==> src/rtl/assert_macros.svh <==
// Assertion macros for the wake qualifier RTL (included by wsq_ctrl).
// Assertions are compiled out when SYNTHESIS is defined.
`ifndef ASSERT_MACROS_SVH
`define ASSERT_MACROS_SVH

`ifndef SYNTHESIS

// Concurrent check that is skipped while reset is asserted.
`define WSQ_ASSERT(label, clk, rst_n, prop) \
    label: assert property (@(posedge clk) disable iff (!rst_n) (prop)) \
        else $error("assertion failed");

// Concurrent check that also runs during reset.
`define WSQ_ASSERT_ALWAYS(label, clk, prop) \
    label: assert property (@(posedge clk) (prop)) \
        else $error("assertion failed");

`else

`define WSQ_ASSERT(label, clk, rst_n, prop)
`define WSQ_ASSERT_ALWAYS(label, clk, prop)

`endif

`endif

==> src/rtl/wsq_pkg.sv <==
// Shared types and codes for the wake signal qualifier and shutdown control.
// No dependencies; the RTL modules and the testbench import this package.
`timescale 1ns / 1ps

package wsq_pkg;

    localparam int NUM_LINES = 4;

    // Qualified line state codes.
    localparam logic [1:0] LINE_INIT = 2'd0;
    localparam logic [1:0] LINE_OFF  = 2'd1;
    localparam logic [1:0] LINE_ON   = 2'd2;

    // Mode command codes.
    localparam logic [1:0] MODE_NONE     = 2'd0;
    localparam logic [1:0] MODE_SHUTDOWN = 2'd1;
    localparam logic [1:0] MODE_RESTORE  = 2'd2;

    // Power command codes.
    localparam logic [1:0] PWR_NONE = 2'd0;
    localparam logic [1:0] PWR_OFF  = 2'd1;
    localparam logic [1:0] PWR_ON   = 2'd2;

    // Configuration register indexes.
    localparam logic REG_OFF_THRESHOLD = 1'b0;
    localparam logic REG_SHUTDOWN_EN   = 1'b1;

    // Saturation limits of the counters.
    localparam logic [2:0]  QUAL_CNT_MAX   = 3'd7;
    localparam logic [7:0]  TICK8_MAX      = 8'd255;
    localparam logic [15:0] SAVE_TICKS_MAX = 16'd65500;

    typedef logic [1:0] t_line_state;

    typedef struct packed {
        logic [15:0] ignition_volt;
        logic [15:0] offboard_charge_volt;
        logic [15:0] onboard_charge_volt;
        logic [15:0] alarm_volt;
        logic        vehicle_shutdown_request;
        logic [3:0]  current_run_mode;
    } t_in_beat;

    typedef struct packed {
        logic        control_step_done;
        logic [7:0]  line_states;
        logic [1:0]  combined_state;
        logic        awake;
        logic [1:0]  mode_command;
        logic [3:0]  restore_mode;
        logic [1:0]  module_power_command;
        logic [1:0]  main_power_command;
        logic        shutdown_enable_flag;
        logic        poweroff_record_request;
        logic        periodic_time_save;
    } t_out_beat;

endpackage

==> src/rtl/wsq_lane.sv <==
// One wake line qualifier lane: threshold compare and debounce counters.
// Depends on wsq_pkg.
`timescale 1ns / 1ps

module wsq_lane
    import wsq_pkg::*;
#(
    parameter int QUALIFY_COUNT = 5
) (
    input  logic        i_clk,
    input  logic        i_rst_n,
    input  logic        i_step,
    input  logic [15:0] i_volt,
    input  logic [15:0] i_off_threshold,
    output t_line_state o_state_next
);

    localparam logic [2:0] QUAL_LIMIT = 3'(QUALIFY_COUNT);

    logic [2:0]  r_on_cnt;
    logic [2:0]  n_on_cnt;
    logic [2:0]  r_off_cnt;
    logic [2:0]  n_off_cnt;
    t_line_state r_state;
    t_line_state n_state;
    logic        w_is_off;

    assign w_is_off = i_volt < i_off_threshold;

    // Count agreeing samples, then qualify; an off result wins.
    always_comb begin
        n_on_cnt  = r_on_cnt;
        n_off_cnt = r_off_cnt;
        n_state   = r_state;
        if (i_step) begin
            if (w_is_off) begin
                n_on_cnt  = 3'd0;
                n_off_cnt = (r_off_cnt < QUAL_CNT_MAX) ? r_off_cnt + 3'd1 : r_off_cnt;
            end else begin
                n_off_cnt = 3'd0;
                n_on_cnt  = (r_on_cnt < QUAL_CNT_MAX) ? r_on_cnt + 3'd1 : r_on_cnt;
            end
            if (n_off_cnt >= QUAL_LIMIT) begin
                n_off_cnt = QUAL_LIMIT;
                n_state   = LINE_OFF;
            end else if (n_on_cnt >= QUAL_LIMIT) begin
                n_on_cnt = QUAL_LIMIT;
                n_state  = LINE_ON;
            end
        end
    end

    always_ff @(posedge i_clk) begin
        if (!i_rst_n) begin
            r_on_cnt  <= 3'd0;
            r_off_cnt <= 3'd0;
            r_state   <= LINE_INIT;
        end else begin
            r_on_cnt  <= n_on_cnt;
            r_off_cnt <= n_off_cnt;
            r_state   <= n_state;
        end
    end

    assign o_state_next = n_state;

endmodule

==> src/rtl/wsq_ctrl.sv <==
// Merge stage: combines the lane states and runs the shutdown sequencing,
// tick timers and periodic save. Depends on wsq_pkg and assert_macros.svh.
`timescale 1ns / 1ps
`include "assert_macros.svh"

module wsq_ctrl
    import wsq_pkg::*;
#(
    parameter int CONTROL_PERIOD_TICKS  = 10,
    parameter int POWER_OFF_DELAY_TICKS = 100,
    parameter int SAVE_PERIOD_TICKS     = 30000
) (
    input  logic        i_clk,
    input  logic        i_rst_n,
    input  logic        i_step,
    input  logic        i_shutdown_req,
    input  logic [3:0]  i_run_mode,
    input  logic        i_shutdown_en,
    input  t_line_state i_line_next [NUM_LINES],
    output logic        o_ctrl_tick,
    output t_out_beat   o_result
);

    localparam logic [7:0]  PERIOD_LIMIT = 8'(CONTROL_PERIOD_TICKS);
    localparam logic [7:0]  DELAY_LIMIT  = 8'(POWER_OFF_DELAY_TICKS);
    localparam logic [15:0] SAVE_LIMIT   = 16'(SAVE_PERIOD_TICKS);

    logic [7:0]  r_period;
    logic [7:0]  n_period;
    logic [7:0]  r_powerdown;
    logic [7:0]  n_powerdown;
    logic [15:0] r_save;
    logic [15:0] n_save;
    logic        r_mode_saved;
    logic        n_mode_saved;
    logic [3:0]  r_saved_mode;
    logic [3:0]  n_saved_mode;
    logic        r_record_done;
    logic        n_record_done;
    logic        r_shutdown_flag;
    logic        n_shutdown_flag;

    logic [7:0]  w_period_inc;
    logic [7:0]  w_powerdown_inc;
    logic [15:0] w_save_inc;
    logic        w_all_off;
    logic        w_any_on;
    t_line_state w_combined;
    logic [7:0]  w_lines;
    logic        w_go_down;
    t_out_beat   w_res;

    // Saturating tick counters, advanced once per accepted beat.
    assign w_period_inc    = (r_period < TICK8_MAX) ? r_period + 8'd1 : r_period;
    assign w_powerdown_inc = (r_powerdown < TICK8_MAX) ? r_powerdown + 8'd1 : r_powerdown;
    assign w_save_inc      = (r_save < SAVE_TICKS_MAX) ? r_save + 16'd1 : r_save;
    assign o_ctrl_tick     = w_period_inc >= PERIOD_LIMIT;

    // Combine the four lane states.
    always_comb begin
        w_all_off = 1'b1;
        w_any_on  = 1'b0;
        w_lines   = 8'd0;
        for (int k = 0; k < NUM_LINES; k++) begin
            if (i_line_next[k] != LINE_OFF) w_all_off = 1'b0;
            if (i_line_next[k] == LINE_ON) w_any_on = 1'b1;
            w_lines[2*k +: 2] = i_line_next[k];
        end
        if (w_all_off) begin
            w_combined = LINE_OFF;
        end else if (w_any_on) begin
            w_combined = LINE_ON;
        end else begin
            w_combined = LINE_INIT;
        end
    end

    assign w_go_down = (w_combined == LINE_OFF) || i_shutdown_req;

    // Shutdown and wake sequencing for one beat.
    always_comb begin
        n_period        = r_period;
        n_powerdown     = r_powerdown;
        n_save          = r_save;
        n_mode_saved    = r_mode_saved;
        n_saved_mode    = r_saved_mode;
        n_record_done   = r_record_done;
        n_shutdown_flag = r_shutdown_flag;

        w_res                         = '0;
        w_res.line_states             = w_lines;
        w_res.combined_state          = w_combined;
        w_res.mode_command            = MODE_NONE;
        w_res.module_power_command    = PWR_NONE;
        w_res.main_power_command      = PWR_NONE;

        if (i_step) begin
            n_period    = w_period_inc;
            n_powerdown = w_powerdown_inc;
            n_save      = w_save_inc;

            if (o_ctrl_tick) begin
                n_period                = 8'd0;
                w_res.control_step_done = 1'b1;
                if (w_go_down) begin
                    if (!r_mode_saved) begin
                        n_mode_saved = 1'b1;
                        n_saved_mode = i_run_mode;
                    end
                    w_res.mode_command = MODE_SHUTDOWN;
                    if (i_shutdown_en) begin
                        w_res.module_power_command = PWR_OFF;
                        n_shutdown_flag            = 1'b1;
                        if (w_powerdown_inc >= DELAY_LIMIT) begin
                            n_powerdown              = 8'd0;
                            w_res.main_power_command = PWR_OFF;
                        end
                    end else begin
                        n_powerdown     = 8'd0;
                        n_shutdown_flag = 1'b0;
                    end
                    if (!r_record_done) begin
                        w_res.poweroff_record_request = 1'b1;
                        n_record_done                 = 1'b1;
                    end
                end else begin
                    if (r_mode_saved) begin
                        n_mode_saved       = 1'b0;
                        w_res.mode_command = MODE_RESTORE;
                        w_res.restore_mode = r_saved_mode;
                    end
                    n_powerdown = 8'd0;
                    w_res.awake = 1'b1;
                    if (r_record_done) begin
                        w_res.module_power_command = PWR_ON;
                        w_res.main_power_command   = PWR_ON;
                        n_shutdown_flag            = 1'b0;
                        n_record_done              = 1'b0;
                    end
                end
            end

            // Periodic time save runs on its own timer.
            if (w_save_inc >= SAVE_LIMIT) begin
                n_save                   = 16'd0;
                w_res.periodic_time_save = 1'b1;
            end
        end
        w_res.shutdown_enable_flag = n_shutdown_flag;
    end

    always_ff @(posedge i_clk) begin
        if (!i_rst_n) begin
            r_period        <= 8'd0;
            r_powerdown     <= 8'd0;
            r_save          <= 16'd0;
            r_mode_saved    <= 1'b0;
            r_saved_mode    <= 4'd0;
            r_record_done   <= 1'b0;
            r_shutdown_flag <= 1'b0;
        end else begin
            r_period        <= n_period;
            r_powerdown     <= n_powerdown;
            r_save          <= n_save;
            r_mode_saved    <= n_mode_saved;
            r_saved_mode    <= n_saved_mode;
            r_record_done   <= n_record_done;
            r_shutdown_flag <= n_shutdown_flag;
        end
    end

    assign o_result = w_res;

    // The period counter wraps before it reaches the control period.
    `WSQ_ASSERT(a_period_below_limit, i_clk, i_rst_n, r_period < PERIOD_LIMIT)
    // A record request only comes with a shutdown command.
    `WSQ_ASSERT(a_record_with_shutdown, i_clk, i_rst_n,
        w_res.poweroff_record_request |-> (w_res.mode_command == MODE_SHUTDOWN))
    // Main power is only cut while module power is being cut.
    `WSQ_ASSERT(a_main_off_needs_module_off, i_clk, i_rst_n,
        (w_res.main_power_command == PWR_OFF) |-> (w_res.module_power_command == PWR_OFF))
    // A record request is never issued twice without a wake in between.
    `WSQ_ASSERT(a_record_once, i_clk, i_rst_n,
        (i_step && w_res.poweroff_record_request) |=> r_record_done)

endmodule

==> src/rtl/wake_signal_qualifier_shutdown_control_top.sv <==
// Top level of the wake signal qualifier and shutdown control block.
// Depends on wsq_pkg, wsq_lane and wsq_ctrl.
`timescale 1ns / 1ps

// Usage:
// Each input beat on i_in_data is one timer tick carrying four wake line
// voltages, a shutdown request and the present run mode. Every beat gives
// exactly one result beat on o_out_data.
// Four qualifier lanes compare and debounce the lines in parallel; a merge
// stage combines them and runs the shutdown, power and time-save logic.
// The result is held in an output register and shows on o_out_valid in the
// cycle after the input beat is accepted.
// Throughput is one beat per cycle while the receiver takes each result, set by
// the single output register that is refilled in the same cycle it is drained.
// When the receiver stalls, the held result stays on o_out_data and
// o_in_ready drops until that result is taken.
// Reset (synchronous, active low) clears all counters and line states, sets the
// off threshold to 0 and enables system shutdown. The two registers are written
// over the APB port at byte addresses 0 (off threshold) and 4 (shutdown enable);
// the user must write them only while the block is idle; the block does not enforce it.

module wake_signal_qualifier_shutdown_control_top
    import wsq_pkg::*;
#(
    parameter int QUALIFY_COUNT         = 5,
    parameter int CONTROL_PERIOD_TICKS  = 10,
    parameter int POWER_OFF_DELAY_TICKS = 100,
    parameter int SAVE_PERIOD_TICKS     = 30000
) (
    input  logic        i_clk,
    input  logic        i_rst_n,

    input  logic        i_in_valid,
    output logic        o_in_ready,
    input  t_in_beat    i_in_data,

    output logic        o_out_valid,
    input  logic        i_out_ready,
    output t_out_beat   o_out_data,

    input  logic        psel,
    input  logic        penable,
    input  logic        pwrite,
    input  logic [2:0]  paddr,
    input  logic [31:0] pwdata,
    output logic [31:0] prdata,
    output logic        pready
);

    logic [15:0] r_off_threshold;
    logic        r_shutdown_en;
    logic        r_out_valid;
    t_out_beat   r_out_data;

    logic        w_accept;
    logic        w_ctrl_tick;
    logic        w_lane_step;
    logic        w_cfg_write;
    logic [15:0] w_volt [NUM_LINES];
    t_line_state w_line_next [NUM_LINES];
    t_out_beat   w_result;

    // Configuration registers.
    assign pready      = 1'b1;
    assign w_cfg_write = psel && penable && pwrite;

    always_ff @(posedge i_clk) begin
        if (!i_rst_n) begin
            r_off_threshold <= 16'd0;
            r_shutdown_en   <= 1'b1;
        end else if (w_cfg_write) begin
            case (paddr[2])
                REG_OFF_THRESHOLD: r_off_threshold <= pwdata[15:0];
                REG_SHUTDOWN_EN:   r_shutdown_en   <= pwdata[0];
                default:           r_shutdown_en   <= r_shutdown_en;
            endcase
        end
    end

    always_comb begin
        case (paddr[2])
            REG_OFF_THRESHOLD: prdata = {16'd0, r_off_threshold};
            REG_SHUTDOWN_EN:   prdata = {31'd0, r_shutdown_en};
            default:           prdata = 32'd0;
        endcase
    end

    // Input handshake: a new beat enters whenever the output slot frees up.
    assign o_in_ready  = !r_out_valid || i_out_ready;
    assign w_accept    = i_in_valid && o_in_ready;
    assign w_lane_step = w_accept && w_ctrl_tick;

    assign w_volt[0] = i_in_data.ignition_volt;
    assign w_volt[1] = i_in_data.offboard_charge_volt;
    assign w_volt[2] = i_in_data.onboard_charge_volt;
    assign w_volt[3] = i_in_data.alarm_volt;

    // Qualifier lanes, one per wake line.
    for (genvar g = 0; g < NUM_LINES; g++) begin : g_lane
        wsq_lane #(
            .QUALIFY_COUNT (QUALIFY_COUNT)
        ) u_lane (
            .i_clk           (i_clk),
            .i_rst_n         (i_rst_n),
            .i_step          (w_lane_step),
            .i_volt          (w_volt[g]),
            .i_off_threshold (r_off_threshold),
            .o_state_next    (w_line_next[g])
        );
    end

    // Merge stage and shutdown sequencing.
    wsq_ctrl #(
        .CONTROL_PERIOD_TICKS  (CONTROL_PERIOD_TICKS),
        .POWER_OFF_DELAY_TICKS (POWER_OFF_DELAY_TICKS),
        .SAVE_PERIOD_TICKS     (SAVE_PERIOD_TICKS)
    ) u_ctrl (
        .i_clk          (i_clk),
        .i_rst_n        (i_rst_n),
        .i_step         (w_accept),
        .i_shutdown_req (i_in_data.vehicle_shutdown_request),
        .i_run_mode     (i_in_data.current_run_mode),
        .i_shutdown_en  (r_shutdown_en),
        .i_line_next    (w_line_next),
        .o_ctrl_tick    (w_ctrl_tick),
        .o_result       (w_result)
    );

    // Output register.
    always_ff @(posedge i_clk) begin
        if (!i_rst_n) begin
            r_out_valid <= 1'b0;
        end else if (w_accept) begin
            r_out_valid <= 1'b1;
        end else if (i_out_ready) begin
            r_out_valid <= 1'b0;
        end
    end

    always_ff @(posedge i_clk) begin
        if (w_accept) begin
            r_out_data <= w_result;
        end
    end

    assign o_out_valid = r_out_valid;
    assign o_out_data  = r_out_data;

endmodule

==> config.mk <==
export PLATFORM = sky130hd
export DESIGN_NAME = wake_signal_qualifier_shutdown_control_top
export DESIGN_NICKNAME = d
export VERILOG_FILES = /design/src/rtl/wsq_pkg.sv /design/src/rtl/wsq_lane.sv /design/src/rtl/wsq_ctrl.sv /design/src/rtl/wake_signal_qualifier_shutdown_control_top.sv
export VERILOG_INCLUDE_DIRS = /design/src /design/src/rtl
export SDC_FILE = /design/constraint.sdc
export NUM_CORES = 1
export LEC_CHECK = 0
export BUFFER_PORTS_ARGS = -buffer_cell sky130_fd_sc_hd__buf_2
export CAP_MARGIN = 30
export CORE_ASPECT_RATIO = 0.6
export CORE_MARGIN = 8
export CORE_UTILIZATION = 55
export DETAILED_ROUTE_END_ITERATION = 8
export PLACE_DENSITY = 0.8
export SETUP_SLACK_MARGIN = 0.1
export SKIP_LAST_GASP = 1
export SLEW_MARGIN = 40
export SYNTH_ARGS = -nofsm -noshare
export SYNTH_HDL_FRONTEND = slang
export SYNTH_SLANG_ARGS = --single-unit
==> constraint.sdc <==
create_clock -name i_clk -period 3.1 [get_ports i_clk]
set_input_delay 0.62 -clock i_clk [delete_from_list [all_inputs] [get_ports i_clk]]
set_output_delay 0.62 -clock i_clk [all_outputs]
set_load 0.02 [all_outputs]
==> results.yml, run 1 <==
clock_network:
  cts_buffers: 9
  clk_pin_slew_worst_paths_ns: 0.08
  cts_sinks: 111
  cts_tree: "built"
  cts.path.max_buffers: 2
  root_buffer: "clkbuf_16"
  cts_max_level: 3
  cts_hold_buf: 0
  clk_latency_ns: 0.35
critical_path:
  path_max_fanout: 5
  ff2ff_path_depth: 11
  endpoint_kind: "flop"
  reg2reg_from: "r_off_threshold[14]"
  worstReg2RegEnd: "o_out_data[5]"
  r2r_setup_slack_ns: 0.22
  max_stage_delay_ns: 0.37
  cp_slowest_cell: "nor4_2"
  startpoint_type: "flop"
  crit_path_end: "o_out_data[5]"
  cp.required_ns: 3.21
  criticalPathCategory: "reg -> reg"
  crit_start: "r_off_threshold[14]"
  cpMostUsedCell: "inv_1"
  cp.arrival_ns: 2.99
  path_cells: "inv_1 > ha_1 > nand4_1 > nor4_2 > a22oi_2 > o2111a_1 > o22a_1 > and3_1 > o21ai_1 > inv_1 > and2_1"
timing:
  final-setup-viol-count: 0
  hold_violations: 0
  post-route-period-util_pct: 93.03
  worst_pin_slew_ns: 0.6523
  fmax_mhz: 346.8
  worst_slew_margin_rel_pct: 56.45
  fin_crit_ns: 2.884
  finalClockSkew_ns: 0.01077
  rsz0062_at_grt: "no"
  tns_ns: 0
  maxSlewViolCount: 0
  fin_ws_ns: 0.2161
floorplanning:
  die_h_um: 104.2
  start_util_pct: 56.00
  pin_count: 171
  rows: 32
  die-area_mm2: 0.01698
  die_width_um: 163.0
  core_area_mm2: 0.01273
grt:
  grt_pass1_wl_um: 30990
  grt_pass1_vias: 6259
  grtUsageTotal_pct: 22.02
  grt_overflow: 0
  grt_max_degree: 35
  antenna_found_initial: 0
synth:
  ys_types: 79
  synthCells: 859
  synthTopCellsByCount: "114 x nand2_1, 88 x dfxtp_1, 87 x a21oi_1"
  yosysTopAreaCellShare_pct: 24.71
  ys_seq_area_share_pct: 34.39
  netlist_area_mm2: 0.007131
  yosys.area.top_type: "dfxtp_1"
  synth_seq_cells: 111
  yosys-top-cells-area: "dfxtp_1 25%, ha_1 12%, edfxtp_1 9.7%, a21oi_1 6.1%, nand2_1 6.0%"
  ys.flop_type: "dfxtp_1"
  synth_edf_count: 23
  synth_most_common_cell: "nand2_1"
  syn_avg_cell_area_um2: 8.301
  yosysWarnings: 0
  async_flop_share_pct: 0
power:
  power_mw: 3.034
  irDropWorstVdd_uv: 282.6
  p_per_area_mw_per_mm2: 361.4
  leakagePower_nw: 3.529
routing:
  antenna_left: 0
  drt_wl_total_um: 19220
  drc: 0
  wl_per_cell_um: 16.32
  viasPerCell: 5.771
  dr_total_vias: 6798
  dr.first_iter.drc_count: 608
  firstDrtPassIters: 5
placed_design:
  place_ws_ns: -0.1756
  io_buffers: 135
  dp_hpwl_um: 14820
  routabilityCongestion: 0.9296
flow_run:
  max-cap-violations: 0
cells_and_area:
  area_growth_pct: 17.76
  antenna-diode-count: 0
  final_nets: 1185
  drive_gt1_share_pct: 21.83
min_path:
  hp-class: "reg -> reg"
outcome:
  status: "finished, final reports clean"
## area by class of cell
cell class / instances / area, um^2
clock buffers: 9 / 225.2
clock inverters: 7 / 62.56
multi-input cells: 685 / 4413
flip-flops and latches: 111 / 2455
well taps: 170 / 212.7
fillers: 1123 / 4335
repair buffers: 168 / 923.4
inverters: 28 / 105.1
## where the power goes
group | internal, mW | leakage, nW | switching, mW
Clock | 0.563 | 0.144 | 0.561
Combinational | 0.155 | 2.44 | 0.238
Sequential | 1.50 | 0.943 | 0.0185
Total | 2.22 | 3.53 | 0.818
## cell families (layout without fill, tap and decap cells)
| family | after synthesis | after routing | synth area share (%) |
|---|---|---|---|
| compound gates | 224 | 224 | 21.09 |
| flops | 111 | 111 | 34.39 |
| buf+inv | 78 | 212 | 5.352 |
| xor+xnor | 8 | 8 | 0.9827 |
| simple gates | 357 | 357 | 24.43 |
| mux | 8 | 8 | 1.193 |
| fa+ha+maj | 71 | 71 | 12.46 |
| other cells | 2 | 17 | 0.1053 |
## sequential cells by signal (all words and copies together) (netlist names)
name                     count
g_lane.u_lane.r_state        8
g_lane.u_lane.r_off_cnt     12
u_ctrl.r_powerdown           8
r_off_threshold             16
u_ctrl.r_save               16
u_ctrl.r_period              8
u_ctrl.r_mode_saved          1
r_shutdown_en                1
o_out_valid                  1
u_ctrl.r_shutdown_flag       1
o_out_data                  23
u_ctrl.r_saved_mode          4
g_lane.u_lane.r_on_cnt      12
## worst max-delay path, delay by kind of cell (launching register included)
family                     cells  cell delay (ns)
adders and majority gates      1             0.33
AOI/OAI and AO/OA              4             0.77
DFF                            1             0.33
and+or+nand+nor                4             0.99
buffers and inverters          2             0.23
## through the flow
step	hold WS [ns]	instances	util, %	instance area [um^2]
global placement	0.4394	1160	63.08	8031
detailed placement	0.4463	1160	63.08	8031
CTS	0.4562	1176	65.42	8329
floorplan	0.4301	874	-	7187
finish	0.4568	1178	65.95	8397
global route	0.4766	1178	65.95	8397
## cells in the final DEF (no fill, tap or decap), types with 16 or more instances in the layout
cell / Yosys / routed
ha_1: 71 / 70
inv_1: 26 / 25
dfxtp_1: 88 / 86
conb_1: 2 / 17
buf_4: 19 / 33
and2_1: 17 / 17
nor2_1: 78 / 78
nand2_1: 114 / 114
nand2b_1: 16 / 16
nand3_1: 29 / 29
buf_2: 2 / 135
a21oi_1: 87 / 87
o21ai_0: 31 / 31
and3_1: 23 / 22
nor3_1: 24 / 24
edfxtp_1: 23 / 23
## per-layer routing
layer	GRT usage [%]	wire length, um	up-vias
met4	4.628	187	0
met2	32.60	8143	261
met5	0	0	-
li1	-	-	3384
met3	5.534	1766	21
met1	31.53	9124	3132
## worst min path at each step
stage	cells past startpoint	endpoint	slack, ns	start
after CTS	2	r_off_threshold[8]	0.46	r_off_threshold[8]
after detailed placement	2	r_off_threshold[8]	0.45	r_off_threshold[8]
after global placement	2	u_ctrl.r_saved_mode[3]	0.44	u_ctrl.r_saved_mode[3]
final	2	r_off_threshold[10]	0.46	r_off_threshold[10]
after floorplan	2	u_ctrl.r_saved_mode[0]	0.43	u_ctrl.r_saved_mode[0]
after global routing	2	r_off_threshold[11]	0.48	r_off_threshold[11]
## timing repair
item | CTS | global route
pin swaps | 0 | 4
resized for setup | 2 | 12
setup buffers | 0 | 2
cloned | 0 | 0
endpoints found under the setup margin | 6 | 28
Power figures use the tool's default switching activity.
==> run 2: changes to the inputs <==
Settings changed: GPL_TIMING_DRIVEN from default to 0, PLACE_DENSITY 0.8 to 0.81, SKIP_LAST_GASP 1 to default.
==> run 2 against run 1 <==
Net effect: sequential share of layout area shrank 0.75 points; hold slack about the same; non-clock buffer count rose by 24; die area unchanged; combinational power up 5.6%; register-to-register slack lost 0.03 ns; global-route usage up 1.2 points; routed wire length increased by 4.8%.
==> results.yml, run 2 (synthesis gave the netlist of run 1 again) <==
timing:
  maxSlewViolCount: 0
  post-route-period-util_pct: 94.10
  hold_violations: 0
  tns_ns: 0
  worst_slew_margin_rel_pct: 50.43
  fin_crit_ns: 2.917
  final-setup-viol-count: 0
  worst_pin_slew_ns: 0.7436
  fmax_mhz: 342.8
  finalClockSkew_ns: 0.006742
  rsz0062_at_grt: "yes"
placed_design:
  post_dp_cell_area_mm2: 0.008107
  routabilityCongestion: 0.9108
  dp_hpwl_um: 15620
  io_buffers: 134
routing:
  routed.top_layer: "met4"
  viasPerCell: 5.818
  routed-wl-met2_um: 8479
  drc: 0
  dr_total_vias: 6993
  drt_wl_total_um: 20150
  firstDrtPassIters: 5
  antenna_left: 0
  met3_length_um: 1786
  dr.first_iter.drc_count: 641
  met1_length_um: 9633
  wl_per_cell_um: 16.76
cells_and_area:
  final_nets: 1209
  final_common_cell: "buf_2"
  n_fill_cell: 1109
  post-route-util_pct: 67.76
  largest_reg_flops: 23
  layout_common_cells: "136 x buf_2, 114 x nand2_1, 86 x a21oi_1, 86 x dfxtp_1, 78 x nor2_1"
  final_cell_area_mm2: 0.008627
  drive_gt1_share_pct: 22.09
  antenna-diode-count: 0
  area_growth_pct: 20.99
critical_path:
  criticalPathCategory: "reg -> reg"
  critPathTopFamily: "compound AO/OA/AOI/OAI gates"
  cp_slowest_cell: "a2111oi_1"
  path_max_fanout: 6
  cp.arrival_ns: 3.18
  max_stage_delay_ns: 0.49
  cp.required_ns: 3.37
  cp_num_buf_inv: 2
  r2r_setup_slack_ns: 0.18
  path_cells: "inv_1 > ha_1 > a2111oi_1 > nand3b_1 > and4_2 > o22a_1 > a31oi_4 > buf_4 > o21a_4 > a2111oi_4"
  startpoint_type: "flop"
  endpoint_kind: "flop"
grt:
  grtUsageTotal_pct: 23.17
  grt_pass1_wl_um: 32540
  grt_overflow: 0
  antenna_found_initial: 0
  grt_pass1_vias: 6458
  grt_max_degree: 22
clock_network:
  clk_latency_ns: 0.36
  cts_tree: "built"
  root_buffer: "clkbuf_16"
  cts_sinks: 111
  cts_hold_buf: 0
  cts_buffers: 9
  clk_pin_slew_worst_paths_ns: 0.08
  cts.path.max_buffers: 2
  cts_max_level: 3
power:
  power_mw: 3.179
  leakagePower_nw: 3.573
  irDropWorstVdd_uv: 290.4
  p_per_area_mw_per_mm2: 368.5
outcome:
  status: "finished, final reports clean"
floorplanning:
  start_util_pct: 56.00
  die_h_um: 104.2
  pin_count: 171
  die_width_um: 163.0
  core_area_mm2: 0.01273
  die-area_mm2: 0.01698
  rows: 32
min_path:
  hp-class: "reg -> reg"
flow_run:
  max-cap-violations: 0
==> run 2: timing repair <==
item | 4_1_cts | 5_1_grt
setup buffers | 0 | 7
endpoints found under the setup margin | 13 | 48
hold endpoints to repair | 0 | 0
gates resized for setup | 5 | 28
pin swaps | 0 | 11
==> run 2: layout make-up <==
cell class | count | area [um^2] | area share, %
Clock buffer | 9 | 225.2 | 2.611
Timing Repair Buffer | 142 | 750.7 | 8.702
Inverter | 28 | 105.1 | 1.218
Buffer | 50 | 290.3 | 3.365
Multi-Input combinational cell | 685 | 4483 | 51.97
Clock inverter | 7 | 102.6 | 1.189
Sequential cell | 111 | 2457 | 28.48
Tap cell | 170 | 212.7 | 2.466
==> run 2: where the power goes <==
group	switching [mW]	internal [mW]
clock network	0.591	0.657
registers	0.0175	1.50
logic	0.250	0.166
total	0.859	2.32
==> run 2: worst reg2reg max path: stages, from the launching register on <==
cell,delay (ns)
dfxtp_1,0.32
inv_1,0.17
ha_1,0.28
a2111oi_1,0.49
nand3b_1,0.17
and4_2,0.34
o22a_1,0.24
a31oi_4,0.14
buf_4,0.18
o21a_4,0.24
a2111oi_4,0.26
==> run 2: stage by stage <==
stage                     cells  worst slack, ns  hold slack [ns]
after global placement     1178          -0.5577           0.4401
after global routing       1202          0.09100           0.4735
after detailed placement   1179          -0.1702           0.4468
after CTS                  1195          0.08357           0.4574
final                      1202           0.1830           0.4572
after floorplan             874           0.2628           0.4301
==> run 2: worst paths after layout <==
path | startpoint | to | cells after the start
worst max-delay path | r_off_threshold[1] | u_ctrl.r_powerdown[3] | 10
worst min-delay path | u_ctrl.r_saved_mode[3] | u_ctrl.r_saved_mode[3] | 2
worst max register to register | r_off_threshold[1] | u_ctrl.r_powerdown[3] | 10
worst min register to register | u_ctrl.r_saved_mode[3] | u_ctrl.r_saved_mode[3] | 2
==> run 2: routing by layer <==
layer / vias to the layer above / track usage (%)
met2: 302 / 33.27
met5: - / 0
li1: 3444 / -
met4: 0 / 4.563
met3: 30 / 5.336
met1: 3217 / 34.38
==> run 3: changes to the inputs <==
Settings changed: ABC_AREA from default to 1.
==> run 3 against run 2 <==
Net effect: flip-flop and latch count stayed put; clock skew is 0.0029 ns higher; utilization is 1.1 points lower; first-iteration DRC count is 0.62% lower; largest cell class unchanged; largest power group unchanged.
==> results.yml, run 3 <==
outcome:
  status: "finished, final reports clean"
routing:
  antenna_left: 0
  wl_per_cell_um: 14.21
  drt_wl_total_um: 18940
  dr.first_iter.drc_count: 637
  drc: 0
  dr_total_vias: 6976
  viasPerCell: 5.233
  firstDrtPassIters: 7
floorplanning:
  pin_count: 171
  core_area_mm2: 0.01281
  die_width_um: 163.7
  die_h_um: 104.6
  start_util_pct: 56.20
  die-area_mm2: 0.01713
  rows: 32
timing:
  rsz0062_at_grt: "yes"
  fmax_mhz: 353.7
  maxSlewViolCount: 0
  finalClockSkew_ns: 0.009689
  final-setup-viol-count: 0
  fin_crit_ns: 2.827
  hold_violations: 0
  worst_pin_slew_ns: 0.6915
  worst_slew_margin_rel_pct: 53.90
  post-route-period-util_pct: 91.19
critical_path:
  cp_slowest_cell: "dfxtp_1"
  criticalPathCategory: "reg -> reg"
  startpoint_type: "flop"
  endpoint_kind: "flop"
  cp.arrival_ns: 2.94
  critPathTopFamily: "simple AND/OR/NAND/NOR gates"
  cp_num_buf_inv: 1
  cpMostUsedCell: "nand2_2"
  max_stage_delay_ns: 0.35
  path_max_fanout: 10
  cp.required_ns: 3.21
  path_cells: "ha_2 > nand2_2 > nor2_4 > nand2_4 > and2_4 > nand2_2 > nand2_2 > nand3_4 > nand2_4 > buf_12 > nor2_4 > nand2_2 > nand2_1 > nand2_2 > nand2_2 > nor2_4 > nand2_4 > nand2_4 > nand3_2 > nand2_1 > nand2_2 > nand2_1"
cells_and_area:
  area_growth_pct: 18.66
  multi_input_area_mm2: 0.004073
  n_fill_cell: 1100
  layout_common_cells: "213 x nand2_1, 138 x buf_2, 124 x inv_1"
  regArea_mm2: 0.002454
  final_nets: 1340
  largest_reg_flops: 23
  final_common_cell: "nand2_1"
  post-route-util_pct: 66.69
  drive_gt1_share_pct: 20.38
  finalNonFillerCells: 1333
  antenna-diode-count: 0
placed_design:
  routabilityCongestion: 0.9123
  io_buffers: 134
  dp.cells: 1311
  dp_hpwl_um: 14860
synth:
  yosysTopAreaCellShare_pct: 24.47
  async_flop_share_pct: 0
  yosys.area.top_type: "dfxtp_1"
  yosys-top-cells-area: "dfxtp_1 24%, ha_1 12%, nand2_1 11%, edfxtp_1 9.6%, a21oi_1 6.9%"
  synthTopCellsByCount: "218 x nand2_1, 126 x inv_1, 99 x a21oi_1"
  ys.flop_type: "dfxtp_1"
  ys_types: 44
  synth_most_common_cell: "nand2_1"
  synth_seq_cells: 111
  synthCells: 991
  netlist_area_mm2: 0.007201
  synth_edf_count: 23
  ys_seq_area_share_pct: 34.06
  yosysWarnings: 0
  syn_avg_cell_area_um2: 7.266
grt:
  antenna_found_initial: 1
  use_met2_pct: 32.08
  grt_pass1_vias: 6563
  grt_busiest_layer: "met2"
  met3_usage_pct: 5.133
  grt_max_degree: 24
  grt_pass1_wl_um: 30680
  grt_util_met1_pct: 30.15
  grtUsageTotal_pct: 21.43
  grt_overflow: 0
power:
  irDropWorstVdd_uv: 294.0
  p_per_area_mw_per_mm2: 373.1
  leakagePower_nw: 4.103
  power_mw: 3.188
clock_network:
  cts_hold_buf: 0
  cts_tree: "built"
  root_buffer: "clkbuf_16"
  cts.path.max_buffers: 2
  clk_latency_ns: 0.36
  cts_buffers: 9
  clk_pin_slew_worst_paths_ns: 0.08
  cts_max_level: 3
  cts_sinks: 111
min_path:
  hp-class: "reg -> reg"
flow_run:
  max-cap-violations: 0
-- run 3: layer usage --
metal,vias up,wire length (um)
li1,3559,-
met1,3113,8837
met2,281,8129
met3,21,1703
met4,2,257
met5,-,8
-- run 3: layout make-up --
class | count | area share (%)
Sequential cell | 111 | 28.72
Tap cell | 170 | 2.489
Timing Repair Buffer | 141 | 8.698
Inverter | 128 | 5.623
Buffer | 46 | 3.222
Clock buffer | 9 | 2.636
Multi-Input combinational cell | 721 | 47.66
Clock inverter | 7 | 0.9518
-- run 3: path summary, 6_finish.rpt --
check	start	endpoint	slack [ns]	depth (start not counted)
setup reg to reg	u_ctrl.r_period[0]	o_out_data[2]	0.27	22
hold / removal	g_lane[3].u_lane.r_state[0]	g_lane[3].u_lane.r_state[0]	0.47	2
hold reg to reg	g_lane[3].u_lane.r_state[0]	g_lane[3].u_lane.r_state[0]	0.47	2
setup / recovery	u_ctrl.r_period[0]	o_out_data[2]	0.27	22
-- run 3: power by group --
part	internal [mW]	switching (mW)	total (mW)
Combinational	0.180	0.294	0.474
Sequential	1.50	0.0137	1.51
Clock	0.639	0.560	1.20
-- run 3: per-stage QoR --
| stage | setup TNS, ns | cell area [um^2] | hold WS [ns] | setup WS, ns |
|---|---|---|---|---|
| 2_1_floorplan | 0 | 7257 | 0.4395 | 0.3985 |
| 3_3_place_gp | -2.446 | 8140 | 0.4551 | -0.09593 |
| 3_5_place_dp | -0.4991 | 8169 | 0.4572 | -0.1122 |
| 4_1_cts | 0 | 8476 | 0.4690 | 0.1102 |
| 5_1_grt | 0 | 8544 | 0.4932 | 0.06194 |
| 6_report | 0 | 8544 | 0.4711 | 0.2730 |
-- run 3: logic make-up after synthesis --
kind of cell             count (synthesis)  synth area share, %
AO/OA/AOI/OAI                          171                12.68
XOR/XNOR                                19                2.311
adder cells (fa/ha/maj)                 71                12.34
buffers and inverters                  174                10.48
flip-flops                             111                34.06
other                                    2               0.1043
AND/OR/NAND/NOR                        443                28.03
-- run 3: repair_timing --
item	4_1_cts	5_1_grt
gates resized for setup	0	13
buffers inserted	0	6
setup endpoints to repair	0	40
-- run 3: worst reg2reg max path, delay by kind of cell, from the launching register on --
family                     cells  cell delay (ns)
DFF                            1             0.35
adders and majority gates      1             0.21
buffers and inverters          1             0.17
and+or+nand+nor               20             1.87
